[src/sv/rpmm_pkg.sv]
package rpmm_pkg;

    localparam int NODE_POOL_DEF  = 64;
    localparam int LEVEL_BITS_DEF = 9;
    localparam int LEVELS_DEF     = 4;

    localparam int PN_W   = 36;
    localparam int META_W = 32;

    localparam logic ACT_SET = 1'b0;
    localparam logic ACT_GET = 1'b1;

    localparam logic STATUS_OK        = 1'b0;
    localparam logic STATUS_EXHAUSTED = 1'b1;

    typedef struct packed {
        logic [META_W-1:0] meta;
        logic              hit;
        logic              status;
    } rpmm_result_t;

endpackage

[src/sv/rpmm_out.sv]
module rpmm_out (
    input  logic                        clk,
    input  logic                        rst_n,
    input  logic                        res_valid,
    output logic                        res_ready,
    input  rpmm_pkg::rpmm_result_t      res,
    output logic                        out_valid,
    input  logic                        out_stall,
    output logic [rpmm_pkg::META_W-1:0] meta_out,
    output logic                        hit,
    output logic                        status
);

    logic                   valid_reg, valid_next;
    rpmm_pkg::rpmm_result_t data_reg, data_next;

    assign res_ready = !valid_reg || !out_stall;

    always_comb
    begin
        valid_next = valid_reg;
        data_next  = data_reg;
        if (res_ready)
        begin
            valid_next = res_valid;
            if (res_valid)
            begin
                data_next = res;
            end
        end
    end

    always_ff @(posedge clk or negedge rst_n)
    begin
        if (!rst_n)
        begin
            valid_reg <= 1'b0;
        end
        else
        begin
            valid_reg <= valid_next;
        end
    end

    always_ff @(posedge clk)
    begin
        data_reg <= data_next;
    end

    assign out_valid = valid_reg;
    assign meta_out  = data_reg.meta;
    assign hit       = data_reg.hit;
    assign status    = data_reg.status;

endmodule

[config.mk]
export PLATFORM = sky130hd
export DESIGN_NAME = rpmm_out
export DESIGN_NICKNAME = d
export VERILOG_FILES = /design/src/sv/rpmm_pkg.sv /design/src/sv/rpmm_out.sv
export SDC_FILE = /design/constraint.sdc
export NUM_CORES = 1
export LEC_CHECK = 0
export ABC_CLOCK_PERIOD_IN_PS = 5300
export BUFFER_PORTS_ARGS = -buffer_cell sky130_fd_sc_hd__clkbuf_2
export CAP_MARGIN = 20
export CORE_ASPECT_RATIO = 0.8
export CORE_MARGIN = 2
export CORE_UTILIZATION = 24
export CTS_CLUSTER_SIZE = 24
export DETAILED_ROUTE_END_ITERATION = 8
export GPL_ROUTABILITY_DRIVEN = 0
export MAX_ROUTING_LAYER = met4
export REMOVE_ABC_BUFFERS = 1
export SYNTH_ARGS = -nofsm -noshare
export SYNTH_HDL_FRONTEND = slang
export SYNTH_SLANG_ARGS = --single-unit
[constraint.sdc]
create_clock -name clk -period 5.3 [get_ports clk]
set_input_delay 0.795 -clock clk [delete_from_list [all_inputs] [get_ports clk]]
set_output_delay 0.795 -clock clk [all_outputs]
set_load 0.01 [all_outputs]
[After elaboration in Yosys (flattened, before gate mapping)]
Index checks and enable logic that the tools add are counted.
Operators by class
  reductions and logical operators: 4
Operators with widths (number)
  1-bit logical NOT: 2
  2-bit AND reduction: 1
  1-bit logical OR: 1
Storage, ports and cells
  register bits after elaboration: 35
  output and inout port bits: 36

[Longest topological paths before layout]
  depth after elaboration: 3
  gate-level depth with buffers: 1

[Worst setup path after synthesis]
OpenSTA, ideal clock, no wires.
  path kind: input port to flip-flop
  from: in out_stall
  to: reg data_reg (netlist bit hit) (enable)
  data arrival time: 1807 ps
  buffers on the path: 0
  cell stages on the path: 1
  library setup time: 402 ps
  slack: 3091 ps
  required time: 4898 ps
  path through: a21boi_2
Between the ends
  word-level cells in the longest chain between the ends: 3
Ends and longest elaborated chain
  from (decl): RTL line rpmm_out.sv:8  | input logic out_stall,
  1-bit logical NOT: RTL line rpmm_out.sv:17  | assign res_ready = !valid_reg || !out_stall;
  1-bit logical OR: RTL line rpmm_out.sv:17
  2-bit AND reduction (no source line)
  to (signal assigned): RTL line rpmm_out.sv:47  | data_reg <= data_next;
  to (decl): RTL line rpmm_out.sv:15  | rpmm_pkg::rpmm_result_t data_reg, data_next;
No other way between the ends.
A chain may end at the register's enable or synchronous reset.

[Final worst setup path]
  from: in out_stall
  to: out res_ready
Between the ends
  word-level cells in the longest chain between the ends: 2
Ends and longest elaborated chain
  1-bit logical NOT: RTL line rpmm_out.sv:17
  1-bit logical OR: RTL line rpmm_out.sv:17
  to (decl): RTL line rpmm_out.sv:5  | output logic res_ready,
No other way between the ends.

==> impl_metrics.tcl <==
set metrics [dict create \
    status "complete, no violations" \
    design.core.area_um2 4230 \
    criticalPathCategory "input pin to output pin" \
    critPathRequiredTime_ns 4.51 \
    io_pins 74 \
    hold_class "input pin to async pin" \
    netlist_area_um2 1069 \
    slew-limit-headroom 0.8608 \
    antenna_found_initial 0 \
    n_antenna_cell 0 \
    start_util 0.2526 \
    avgSynthCellArea_um2 28.12 \
    design_area_um2 1643 \
    grt_usage 0.09389 \
    post-route-period-util 0.3576 \
    rsz0062_at_grt "no" \
    final_common_cell "clkbuf_2" \
    hold_viol 0 \
    finalMaxSlewViolations 0 \
    grt_pass1_wl_mm 3.236 \
    worstPathMaxFanout 3 \
    nets 157 \
    period_needed_ns 1.895 \
    post-route-util 0.3883 \
    placedInstanceArea_um2 1513 \
    max-clock-path-buffers 2 \
    die_h_um 63.68 \
    synth-seq-cells 35 \
    grt_max_degree 35 \
    seq_area_frac_synth 0.9789 \
    power_density_nw_per_um2 365.4 \
    cts.clk_slew.worst_paths_ns 0.07 \
    cts.sink_count 35 \
    worstSetupStartpoint "out_stall" \
    hpwl_mm 1.655 \
    total_power_mw 0.6003 \
    cts_root_buf "clkbuf_8" \
    dieWidth_um 78.60 \
    drt_first_pass_iters 3 \
    r2r_slack_ns 4.06 \
    routed_wirelength_mm 2.094 \
    syn_to_final_growth_pct 53.75 \
    drt-initial-drc-count 17 \
    ys_warn_count 0 \
    grt_pass1_vias 701 \
    worstMarginPinSlew_ns 0.2082 \
    ant_nets 0 \
    final_cell_mix "clkbuf_2, edfxtp_1, clkbuf_8" \
    cp-end-kind "output pin" \
    ys_types 5 \
    fin_setup_tns_ns 0 \
    setup_violations 0 \
    rows 21 \
    via_per_inst 3.808 \
    cts_resized 0 \
    r2r-start "out_valid" \
    post_cts_buffers 0 \
    drv_cap 0 \
    worstSkewPairLatency_ns 0.27 \
    leakage_nw 0.7145 \
    skew_ns 0.008205 \
    reg2regPathDepth 2 \
    dieArea_um2 5005 \
    vias 674 \
    cts_buffers 5 \
    fmax_mhz 527.6 \
    cts_hold_buf 0 \
    synthCells 38 \
    drive_above_1_share 0.6833 \
    grt_overflow 0 \
    routedWlPerCell_um 11.83 \
    htree_levels 2 \
    cp-endpoint "res_ready" \
    irDropWorstVdd_uv 168.9 \
    tritoncts "done" \
    timing.rr.end "meta_out[22]" \
    route.detailed.drc 0 \
    io_buffers 73 \
    cp.arrival_ns 1.10 \
    worstSetupStartpointType "input pin" \
]
-- sequential cells by signal, indices dropped and copies added (netlist names) --
| name | cells |
|---|---|
| meta_out | 32 |
| hit | 1 |
| out_valid | 1 |
| status | 1 |
-- final cells by class --
| cell class | instances | area, µm² |
|---|---|---|
| Fill cell | 408 | 2587 |
| Sequential cell | 35 | 1046 |
| Timing Repair Buffer | 74 | 385.4 |
| Clock buffer | 6 | 72.57 |
| Tap cell | 57 | 71.32 |
| Clock inverter | 2 | 37.54 |
| Multi-Input combinational cell | 3 | 30.03 |
-- stage by stage --
| step | hold slack [ns] | instances | worst slack (ns) |
|---|---|---|---|
| finish | 0.2783 | 177 | 3.405 |
| global route | 0.2597 | 177 | 3.372 |
| CTS | 0.2657 | 176 | 3.401 |
| detailed placement | 0.5741 | 168 | 3.107 |
| global placement | 0.5669 | 168 | 3.151 |
| floorplan | 0.4994 | 38 | 3.091 |
-- routing by layer --
metal / track usage / vias up / wire [µm]
met3: 0.05731 / 2 / 324
met2: 0.1442 / 51 / 1035
li1: - / 311 / -
met1: 0.09410 / 310 / 715
met5: - / - / 0
met4: 0.04605 / 0 / 18
-- power breakdown --
| group | leakage, nW | total (mW) | switching (mW) | internal, mW |
|---|---|---|---|---|
| Clock | 0.0514 | 0.228 | 0.0881 | 0.140 |
| Sequential | 0.335 | 0.326 | 0.00450 | 0.322 |
| Combinational | 0.329 | 0.0457 | 0.0237 | 0.0219 |
-- worst min path at each step --
stage                     slack (ns)  startpoint         to
after floorplan                 0.50       rst_n  out_valid
after global placement          0.57       rst_n  out_valid
after detailed placement        0.57       rst_n  out_valid
after CTS                       0.27       rst_n  out_valid
after global routing            0.26       rst_n  out_valid
final                           0.28       rst_n  out_valid
-- cell families (layout without fill, tap and decap cells) --
group / after synthesis / count (layout) / share of synthesized area
AOI/OAI and AO/OA: 2 / 2 / 0.01757
DFF: 35 / 35 / 0.9789
buffers and inverters: 0 / 82 / 0
and+or+nand+nor: 1 / 1 / 0.003510
-- synth_stat cells (all sizes together) --
cell type / count / area, µm²
dfrtp: 1 / 25.02
nand2: 1 / 3.750
a21o: 1 / 7.510
edfxtp: 34 / 1021
a21boi: 1 / 11.26
-- worst max-delay path, stage by stage --
cell and delay (ns):
clkbuf_2 0.13, nand2_1 0.05, clkbuf_2 0.12
Power figures use the tool's default switching activity.
