**src/sv/rpmm_pkg.sv**
```systemverilog
package rpmm_pkg;

    localparam int NODE_POOL_DEF  = 64;
    localparam int LEVEL_BITS_DEF = 9;
    localparam int LEVELS_DEF     = 4;

    localparam int PN_W   = 36;
    localparam int META_W = 32;

    localparam logic ACT_SET = 1'b0;
    localparam logic ACT_GET = 1'b1;

    localparam logic STATUS_OK        = 1'b0;
    localparam logic STATUS_EXHAUSTED = 1'b1;

    typedef struct packed {
        logic [META_W-1:0] meta;
        logic              hit;
        logic              status;
    } rpmm_result_t;

endpackage

```
**src/sv/rpmm_walk.sv**
```systemverilog
module rpmm_walk #(
    parameter int NODE_POOL  = rpmm_pkg::NODE_POOL_DEF,
    parameter int LEVEL_BITS = rpmm_pkg::LEVEL_BITS_DEF,
    parameter int LEVELS     = rpmm_pkg::LEVELS_DEF,
    localparam int NW        = $clog2(NODE_POOL),
    localparam int AW        = NW + LEVEL_BITS
) (
    input  logic                        clk,
    input  logic                        rst_n,
    input  logic                        in_valid,
    output logic                        in_stall,
    input  logic                        action,
    input  logic [rpmm_pkg::PN_W-1:0]   page_number,
    input  logic [rpmm_pkg::META_W-1:0] meta_value,
    output logic                        res_valid,
    input  logic                        res_ready,
    output rpmm_pkg::rpmm_result_t      res,
    output logic                        ram_we,
    output logic [AW-1:0]               ram_waddr,
    output logic [rpmm_pkg::META_W-1:0] ram_wdata,
    output logic [AW-1:0]               ram_raddr,
    input  logic [rpmm_pkg::META_W-1:0] ram_rdata
);

    localparam int DEPTH = NODE_POOL * (1 << LEVEL_BITS);
    localparam int NUW   = $clog2(NODE_POOL + 1);
    localparam int LVW   = (LEVELS > 1) ? $clog2(LEVELS) : 1;
    localparam int EXT_W = rpmm_pkg::PN_W + LEVELS * LEVEL_BITS;

    localparam logic [2:0] S_CLR  = 3'd0;
    localparam logic [2:0] S_IDLE = 3'd1;
    localparam logic [2:0] S_RD   = 3'd2;
    localparam logic [2:0] S_WT   = 3'd3;
    localparam logic [2:0] S_FIN  = 3'd4;

    logic [2:0]                  state_reg, state_next;
    logic [AW-1:0]               clr_cnt_reg, clr_cnt_next;
    logic [NUW-1:0]              nodes_used_reg, nodes_used_next;
    logic [LVW-1:0]              lvl_reg, lvl_next;
    logic [NW-1:0]               node_reg, node_next;
    logic                        action_reg, action_next;
    logic [rpmm_pkg::PN_W-1:0]   pn_reg, pn_next;
    logic [rpmm_pkg::META_W-1:0] meta_reg, meta_next;
    rpmm_pkg::rpmm_result_t      res_reg, res_next;

    logic [EXT_W-1:0]      pn_ext;
    logic [LEVEL_BITS-1:0] idx_arr [LEVELS];
    logic [LEVEL_BITS-1:0] idx_cur;
    logic                  is_leaf;
    logic                  present;
    logic                  pool_full;

    assign pn_ext = EXT_W'(pn_reg);

    always_comb
    begin
        for (int l = 0; l < LEVELS; l++)
        begin
            idx_arr[l] = LEVEL_BITS'(pn_ext >> ((LEVELS - 1 - l) * LEVEL_BITS));
        end
    end

    assign idx_cur   = idx_arr[lvl_reg];
    assign is_leaf   = lvl_reg == LVW'(LEVELS - 1);
    assign present   = (ram_rdata != '0) && (ram_rdata < rpmm_pkg::META_W'(nodes_used_reg));
    assign pool_full = nodes_used_reg >= NUW'(NODE_POOL);

    assign in_stall  = state_reg != S_IDLE;
    assign res_valid = state_reg == S_FIN;
    assign res       = res_reg;
    assign ram_raddr = {node_reg, idx_cur};

    always_comb
    begin
        state_next      = state_reg;
        clr_cnt_next    = clr_cnt_reg;
        nodes_used_next = nodes_used_reg;
        lvl_next        = lvl_reg;
        node_next       = node_reg;
        action_next     = action_reg;
        pn_next         = pn_reg;
        meta_next       = meta_reg;
        res_next        = res_reg;
        ram_we          = 1'b0;
        ram_waddr       = {node_reg, idx_cur};
        ram_wdata       = meta_reg;

        unique case (state_reg)
            S_CLR:
            begin
                ram_we       = 1'b1;
                ram_waddr    = clr_cnt_reg;
                ram_wdata    = '0;
                clr_cnt_next = clr_cnt_reg + 1'b1;
                if (clr_cnt_reg == AW'(DEPTH - 1))
                begin
                    state_next = S_IDLE;
                end
            end
            S_IDLE:
            begin
                if (in_valid)
                begin
                    action_next = action;
                    pn_next     = page_number;
                    meta_next   = meta_value;
                    lvl_next    = '0;
                    node_next   = '0;
                    state_next  = S_RD;
                end
            end
            S_RD:
            begin
                state_next = S_WT;
            end
            S_WT:
            begin
                res_next = '{meta: '0, hit: 1'b0, status: rpmm_pkg::STATUS_OK};
                if (is_leaf)
                begin
                    if (action_reg == rpmm_pkg::ACT_SET)
                    begin
                        ram_we    = 1'b1;
                        ram_wdata = meta_reg;
                    end
                    else
                    begin
                        res_next.meta = ram_rdata;
                        res_next.hit  = ram_rdata != '0;
                    end
                    state_next = S_FIN;
                end
                else if (present)
                begin
                    node_next  = ram_rdata[NW-1:0];
                    lvl_next   = lvl_reg + 1'b1;
                    state_next = S_RD;
                end
                else if (action_reg == rpmm_pkg::ACT_GET)
                begin
                    state_next = S_FIN;
                end
                else if (pool_full)
                begin
                    res_next.status = rpmm_pkg::STATUS_EXHAUSTED;
                    state_next      = S_FIN;
                end
                else
                begin
                    // link a fresh node, still zero since the clear sweep
                    ram_we          = 1'b1;
                    ram_wdata       = rpmm_pkg::META_W'(nodes_used_reg);
                    node_next       = nodes_used_reg[NW-1:0];
                    nodes_used_next = nodes_used_reg + 1'b1;
                    lvl_next        = lvl_reg + 1'b1;
                    state_next      = S_RD;
                end
            end
            S_FIN:
            begin
                if (res_ready)
                begin
                    state_next = S_IDLE;
                end
            end
            default:
            begin
                state_next = S_CLR;
            end
        endcase
    end

    always_ff @(posedge clk or negedge rst_n)
    begin
        if (!rst_n)
        begin
            state_reg      <= S_CLR;
            clr_cnt_reg    <= '0;
            nodes_used_reg <= NUW'(1);
            lvl_reg        <= '0;
            node_reg       <= '0;
        end
        else
        begin
            state_reg      <= state_next;
            clr_cnt_reg    <= clr_cnt_next;
            nodes_used_reg <= nodes_used_next;
            lvl_reg        <= lvl_next;
            node_reg       <= node_next;
        end
    end

    always_ff @(posedge clk)
    begin
        action_reg <= action_next;
        pn_reg     <= pn_next;
        meta_reg   <= meta_next;
        res_reg    <= res_next;
    end

endmodule

```
**config.mk**
```make
export PLATFORM = sky130hd
export DESIGN_NAME = rpmm_walk
export DESIGN_NICKNAME = d
export VERILOG_FILES = /design/src/sv/rpmm_pkg.sv /design/src/sv/rpmm_walk.sv
export SDC_FILE = /design/constraint.sdc
export NUM_CORES = 1
export LEC_CHECK = 0
export BUFFER_PORTS_ARGS = -buffer_cell sky130_fd_sc_hd__buf_2
export CAP_MARGIN = 20
export CORE_AREA = 2 2 112 114
export DETAILED_ROUTE_END_ITERATION = 10
export DIE_AREA = 0 0 114 116
export GPL_TIMING_DRIVEN = 0
export HOLD_SLACK_MARGIN = 0.12
export PLACE_DENSITY = 0.86
export SETUP_SLACK_MARGIN = 0.4
export SYNTH_ARGS = -nofsm -noshare
export SYNTH_HDL_FRONTEND = slang
export SYNTH_SLANG_ARGS = --single-unit
```
**constraint.sdc**
```tcl
create_clock -name clk -period 6.32 [get_ports clk]
set_input_delay 1.264 -clock clk [delete_from_list [all_inputs] [get_ports clk]]
set_output_delay 1.264 -clock clk [all_outputs]
set_load 0.005 [all_outputs]
```
Yosys cells after proc, flatten, opt, wreduce, memory -nomap -nowiden
Cells that the tools add are included.

Add/subtract/negate cells: 3. Order comparisons: 3. Equal/unequal tests: 13. Mux-type cells: 36. Bitwise operators: 5. Reduce and logical (&&, ||, !) cells: 10.

Operators with widths (count): 32-bit 2-to-1 mux (4); 32-bit case mux with 2 select lines (1); 32-bit by 7-bit < comparator with 1-bit output (1); 32-bit nonzero test (1); 6-bit 2-to-1 mux (5); 3-bit 2-to-1 mux (7); 9-bit binary-select mux with 2-bit select (1); 9-bit 2-to-1 mux (2); 15-bit by 1-bit adder with 15-bit output, second input constant (1); 15-bit == test, second input constant (1); 15-bit 2-to-1 mux (1); 3-bit case mux with 5 select lines (1); 6-bit case mux with 2 select lines (1); 2-bit 2-to-1 mux (5); 5-bit AND reduction (2); 7-bit by 1-bit adder with 7-bit output, second input constant (1); 7-bit >= comparator, second input constant (1); 3-bit by 2-bit == test with 1-bit output, second input constant (2); 1-bit 2-to-1 mux (6); 2-bit inequality test, second input constant (3); 3-bit inequality test, second input constant (2); 1-bit inverter (4); 2-bit case mux with 2 select lines (1); 2-bit AND reduction (2); other kinds (14) (14).

Register bits after elaboration: 136. Input bits: 105. Output and inout bits: 99. Logic and storage cells: 81.

Longest topological paths before layout
Gate-level depths: netlist of run 1.

Depth in word-level cells: 6. Gate-level depth with buffers: 9. Gate-level depth less buffers: 8.

Worst setup path before layout of run 1
No wires, ideal clock.

Kind: input to register. From: in in_valid. To: reg lvl_reg[0]. Setup time: 0.125 ns. Arrival time: 5.061 ns. Required time: 6.195 ns. Slack: 1.134 ns. Cell stages on the path: 5. Buffers on the path: 0. Cell sequence: inv_1 nor2_1 or2_2 nor2_4 mux2_4.

Cells in the longest elaborated chain, start to end: 2.

Ends and longest elaborated chain: start, declared (line rpmm_walk.sv:10) `input logic in_valid,`; 2-bit inequality test (no line); 5-bit AND reduction (no line); end signal, assigned (line rpmm_walk.sv:188) `lvl_reg <= lvl_next;`; end, declared (line rpmm_walk.sv:39) `logic [LVW-1:0] lvl_reg, lvl_next;`.

No other way between the ends. A chain may end at the register's enable or synchronous reset.

Final worst setup path of run 1
From: in ram_rdata[5] (netlist bit). To: out ram_wdata[15] (netlist bit).

Cells in the longest elaborated chain, start to end: 5. Elaborated cells between the ends (all ways): 6. Classes of those cells: 1 x order compare; 3 x mux; 2 x reduce/logical.

Ends and longest elaborated chain: start, declared (line rpmm_walk.sv:22) `input logic [rpmm_pkg::META_W-1:0] ram_rdata`; 32-bit by 7-bit < comparator with 1-bit output / 32-bit nonzero test (equally long branches) (line rpmm_walk.sv:65) `assign present = (ram_rdata != '0) && (ram_rdata < rpmm_pkg::META_W'(nodes_used_reg));`; 1-bit logical AND (*) (line rpmm_walk.sv:65); 32-bit 2-to-1 mux (*) (line rpmm_walk.sv:133) `else if (present)`; 32-bit 2-to-1 mux (*) (line rpmm_walk.sv:119) `if (is_leaf)`; 32-bit case mux with 2 select lines (*) (line rpmm_walk.sv:88) `unique case (state_reg)`; end, declared (line rpmm_walk.sv:20) `output logic [rpmm_pkg::META_W-1:0] ram_wdata,`.

Mark *: on every way between the ends. The rest lies on a longest branch, timed or not.

==> results of run 1 <==
==> logic make-up (layout without fill, tap and decap cells) <==
kind of cell | count (synthesis) | in the layout
AO/OA/AOI/OAI | 21 | 21
flip-flops | 136 | 136
XOR/XNOR | 19 | 19
adder cells (fa/ha/maj) | 10 | 10
AND/OR/NAND/NOR | 131 | 131
buffers and inverters | 29 | 266
multiplexers | 39 | 39
==> report_power, final <==
| part | internal [uW] | switching [uW] |
|---|---|---|
| Sequential | 1130 | 66.5 |
| Clock | 734 | 359 |
| Combinational | 408 | 427 |
==> worst max-delay path, cell delays in order <==
cell	delay, ns
buf_2	0.13
ha_1	0.27
nor2b_1	0.18
o2111ai_1	0.15
or3_2	0.55
nand4_4	0.16
a21oi_4	0.11
buf_4	0.19
and2_1	0.16
buf_2	0.13
==> layout by cell type (no fill, tap or decap), drive strengths merged, types with 2 or more instances in the layout <==
cell type | Yosys | layout
a21oi | 4 | 4
and2 | 28 | 28
and3 | 37 | 37
and4 | 3 | 3
buf | 9 | 214
bufinv | 0 | 6
clkbuf | 8 | 25
clkinv | 0 | 9
dfrtp | 32 | 32
edfxtp | 103 | 103
ha | 10 | 10
inv | 12 | 12
mux2 | 17 | 17
mux2i | 13 | 13
mux4 | 9 | 9
nand2 | 11 | 11
nand2b | 7 | 7
nand3 | 9 | 9
nand4 | 6 | 6
nor2 | 7 | 7
nor3 | 5 | 5
nor4 | 7 | 7
nor4b | 2 | 2
o21ai | 3 | 3
o2bb2ai | 6 | 6
or2 | 3 | 3
xnor2 | 16 | 16
xor2 | 3 | 3
==> cell type report <==
class / count / area (um^2) / share of cell area (%)
sequential: 136 / 3920 / 50.2
multi-input combinational: 220 / 1860 / 23.8
timing repair buffer: 205 / 1060 / 13.5
clock buffer: 17 / 425 / 5.45
clock inverter: 15 / 231 / 2.97
tap: 147 / 184 / 2.36
buffer: 17 / 83.8 / 1.07
inverter: 12 / 45.0 / 0.577
==> metal layers <==
layer / global-route usage, % / vias up / part of all wire, % / wire (um)
met2: 35.2 / 163 / 51 / 6720
met5: 0 / - / 0 / 0
met4: 8.78 / 0 / 2.0 / 266
li1: - / 1906 / - / -
met3: 5.81 / 19 / 6.6 / 881
met1: 24.6 / 1923 / 41 / 5430
==> final timing paths <==
kind / slack [ns] / depth (start not counted) / to / startpoint
worst max-delay path: 1.75 / 10 / ram_wdata[15] / ram_rdata[5]
worst min-delay path: 0.50 / 1 / clr_cnt_reg[14] / clr_cnt_reg[14]
worst max register to register: 3.74 / 6 / lvl_reg[0] / state_reg[1]
worst min register to register: 0.50 / 1 / clr_cnt_reg[14] / clr_cnt_reg[14]
max in group asynchronous: 4.93 / 1 / clr_cnt_reg[11] / rst_n
min in group asynchronous: 0.91 / 1 / clr_cnt_reg[4] / rst_n
==> per-stage QoR <==
step | utilization (%) | hold WS (ns) | instance area, um^2 | cells
after global placement | 59.6 | 0.473 | 7100 | 735
after floorplan | - | 0.453 | 5900 | 385
final | 65.5 | 0.504 | 7800 | 769
after CTS | 65.5 | 0.497 | 7800 | 769
after detailed placement | 60.0 | 0.481 | 7150 | 737
after global routing | 65.5 | 0.509 | 7800 | 769
==> metrics.txt, run 1 <==
status complete, no violations; IO Port Bufs 203; CTS buffer count 17; Row Count 40; Hold Crit Class register to register; Max transition margin 32.0%; most used flip-flop cell after synthesis edfxtp_1; WP data required 5.06 ns; asr flop ratio synth 24.3%; Compound-Gate Fraction of Synth Area 3.01%; root buf cell clkbuf_16; Reg clk slew, reported paths 0.06 ns; most common cell in the netlist edfxtp_1; I/O pin count 204; Post-synth EDFFs 103; Tot Pwr 3120 uW; Post-synth top cells edfxtp_1, and3_1, dfrtp_1, and2_1, xnor2_1; register area share after synthesis 66.5%; YS warnings 0; final worst slack 1.75 ns; largest family of logic cells by synthesized area simple AND/OR/NAND/NOR gates; kind of critical path input pin to output pin; Setup WS pre-CTS 1.77 ns; clock buffer depth 2; ratio of cells with drive above 1 in the final layout 45.7%; worst slew pin tran 1.02 ns; number of global-route vias before repair 4173; Die Area 13200 um^2; total gr overflow 0; Final Wtd Congestion 0.821; Final Hold Fails 0; # diodes 0; Pre-antenna DRT Iters 4; synthesized flop and latch total 136; Routed WL 13.3 mm; Netlist Area Pre-Place 5900 um^2; dpl hpwl 9.99 mm; Clock Skew 0.00993 ns; RSZ-0062 raised after global routing no; Synthesized Nets 500; total clock sinks 136; multiplexer area fraction after synthesis 9.02%; Clock Latency Late Sink 0.41 ns; post-CTS resize count 0; antenna viol nets, final 0; max-capacitance violation count 0; core area 11900 um^2; post-synth top area share 52.4%; Vias/cell 5.22; first-pass GRT wire length 20.5 mm; Area contributors post-synth edfxtp_1, dfrtp_1, and3_1; area grow syn2layout 32.3%; overall routing resource usage 20.6%; power density over the cells 400 nW/um^2; Post-Syn Area per Cell 15.3 um^2; htree depth 4; Post-Synth Simple-Gate Area 14.4%; setup_tns 0 ns; vias 4011; leak pwr 0.00348 uW; area share of fa/ha/maj cells after synthesis 2.12%; Synth Area in XOR/XNOR 2.82%; kind of start point of the critical path input pin; CTS Hold Bufs 0; chip width 114 um; max FFs per register 36; Starting Density 49.5%; Post-Syn Instances 385; DRC Markers 0; Avg WL per Cell 17.3 um; TritonCTS clock tree yes; achievable frequency 0.219 GHz; maximum VDD drop 0.282 mV; Crit. End Element output pin; post-CTS setup buffer count 0; crit-path max FO 10; Fillers 884; initial antenna violation count 0; Setup-failing EPs final 0; Die H 116 um; area leader, netlist edfxtp_1; post-layout min period 4.57 ns; Final Cycle Share 72.2%; max-slew violations 0; nets 724; pin count of the biggest net entering global routing 40; DR iter-0 viols 286; Unique masters post-synth 57; CP arrival 3.30 ns
(Power assumes the default switching activity.)
==> run 2: changes to the inputs <==
clock period = 4.5 ns   (was 6.32 ns; I/O delays follow)
==> run 2 against run 1 <==
  * Core utilization down 0.59 points
  * First-iteration DRC count grew 16%
  * Largest cell class unchanged
  * Clock power grew 24%
  * Wire length grew 0.68%
  * Critical path depth down 1
  * Design area down 0.90%
  * Clock skew shrank 0.0016 ns
  * Clock-buffer cell count did not move
  * Sequential share of layout area up 0.46 points
  * Flip-flop and latch count stayed put
  * Combinational power up 41%
  * Non-clock buffer count did not move
==> metrics.txt, run 2 (synthesized netlist as in run 1, its figures left out) <==
status complete, no violations; CP arrival 2.94 ns; Fillers 871; Final Cell Area 7730 um^2; total clock sinks 136; commonest cells after routing, fill and taps aside buf_2, edfxtp_1, and3_1; dpl hpwl 9.80 mm; RSZ-0062 raised after global routing no; Clock Skew 0.00836 ns; kind of start point of the critical path input pin; Clock Latency Late Sink 0.42 ns; Reg clk slew, reported paths 0.06 ns; maximum VDD drop 0.380 mV; chip width 114 um; post-CTS resize count 0; max-capacitance violation count 0; DRC Markers 0; Reg area 3920 um^2; kind of critical path input pin to output pin; commonest non-fill, non-tap cell in the layout buf_2; CTS Hold Bufs 0; Die Area 13200 um^2; I/O pin count 204; post-layout min period 3.84 ns; placed cell area 7150 um^2; vias 4105; Routed WL 13.4 mm; antenna viol nets, final 0; DR iter-0 viols 333; root buf cell clkbuf_16; Max transition margin 35.5%; CTS buffer count 17; Vias/cell 5.34; post-CTS setup buffer count 0; area grow syn2layout 31.1%; Tot Pwr 4210 uW; max-slew violations 0; first-pass GRT wire length 20.6 mm; WP data required 3.60 ns; max FFs per register 36; # diodes 0; worst slew pin tran 0.965 ns; total gr overflow 0; Starting Density 49.5%; Die H 116 um; Hold Path Stages 1; Crit. End Element output pin; number of global-route vias before repair 4244; Final Hold Fails 0; Pre-antenna DRT Iters 4; initial antenna violation count 0; nets 724; Hold Crit Class register to register; Setup-failing EPs final 0; TritonCTS clock tree yes; Multi-input gate area 1860 um^2; Row Count 40; R2R depth 6; ratio of cells with drive above 1 in the final layout 46.3%; IO Port Bufs 203; clock buffer depth 2; Final Cycle Share 85.4%; achievable frequency 0.260 GHz; setup_tns 0 ns; crit-path max FO 10; core area 11900 um^2; Avg WL per Cell 17.4 um; overall routing resource usage 20.7%; leak pwr 0.00343 uW; pin count of the biggest net entering global routing 41; Final Wtd Congestion 0.833; htree depth 4; power density over the cells 544 nW/um^2
==> run 2: where the power goes <==
| group | leakage, uW | switching [uW] | internal, uW |
|---|---|---|---|
| Combinational | 0.00177 | 600 | 577 |
| Sequential | 0.00139 | 96.4 | 1590 |
| Clock | 0.000275 | 531 | 815 |
==> run 2: layout make-up <==
type | instances | share of cell area, %
timing repair buffer | 205 | 13.8
sequential | 136 | 50.7
clock inverter | 15 | 1.99
tap | 147 | 2.38
buffer | 17 | 1.08
multi-input combinational | 220 | 24.0
inverter | 12 | 0.583
clock buffer | 17 | 5.50
==> run 2: stage by stage <==
step,setup WS [ns],instances,hold WS (ns),utilization (%)
4_1_cts,0.607,769,0.492,64.9
3_3_place_gp,0.129,735,0.474,59.6
5_1_grt,0.504,769,0.505,64.9
3_5_place_dp,0.617,737,0.480,60.1
2_1_floorplan,0.852,385,0.453,-
6_report,0.657,769,0.489,64.9
==> run 2: metal layers <==
metal,GRT usage [%],vias to the layer above,part of all wire [%]
met5,0,-,0
met4,9.51,0,2.1
met3,5.60,23,6.9
met2,35.2,186,51
met1,24.6,1995,40
li1,-,1901,-
==> run 2: path summary, 6_finish.rpt <==
check,startpoint,end,slack (ns)
setup / recovery,ram_rdata[1],ram_wdata[29],0.66
hold / removal,clr_cnt_reg[9],clr_cnt_reg[9],0.49
setup reg to reg,state_reg[1],lvl_reg[0],1.96
hold reg to reg,clr_cnt_reg[9],clr_cnt_reg[9],0.49
max in group asynchronous,rst_n,state_reg[2],3.48
min in group asynchronous,rst_n,clr_cnt_reg[4],0.54
==> run 2: critical path, cell delays in order <==
cell	delay [ns]
buf_2	0.14
ha_1	0.32
a2111oi_0	0.42
or3_2	0.24
nand4_4	0.16
a21oi_4	0.30
buf_4	0.20
and2_1	0.14
buf_2	0.11
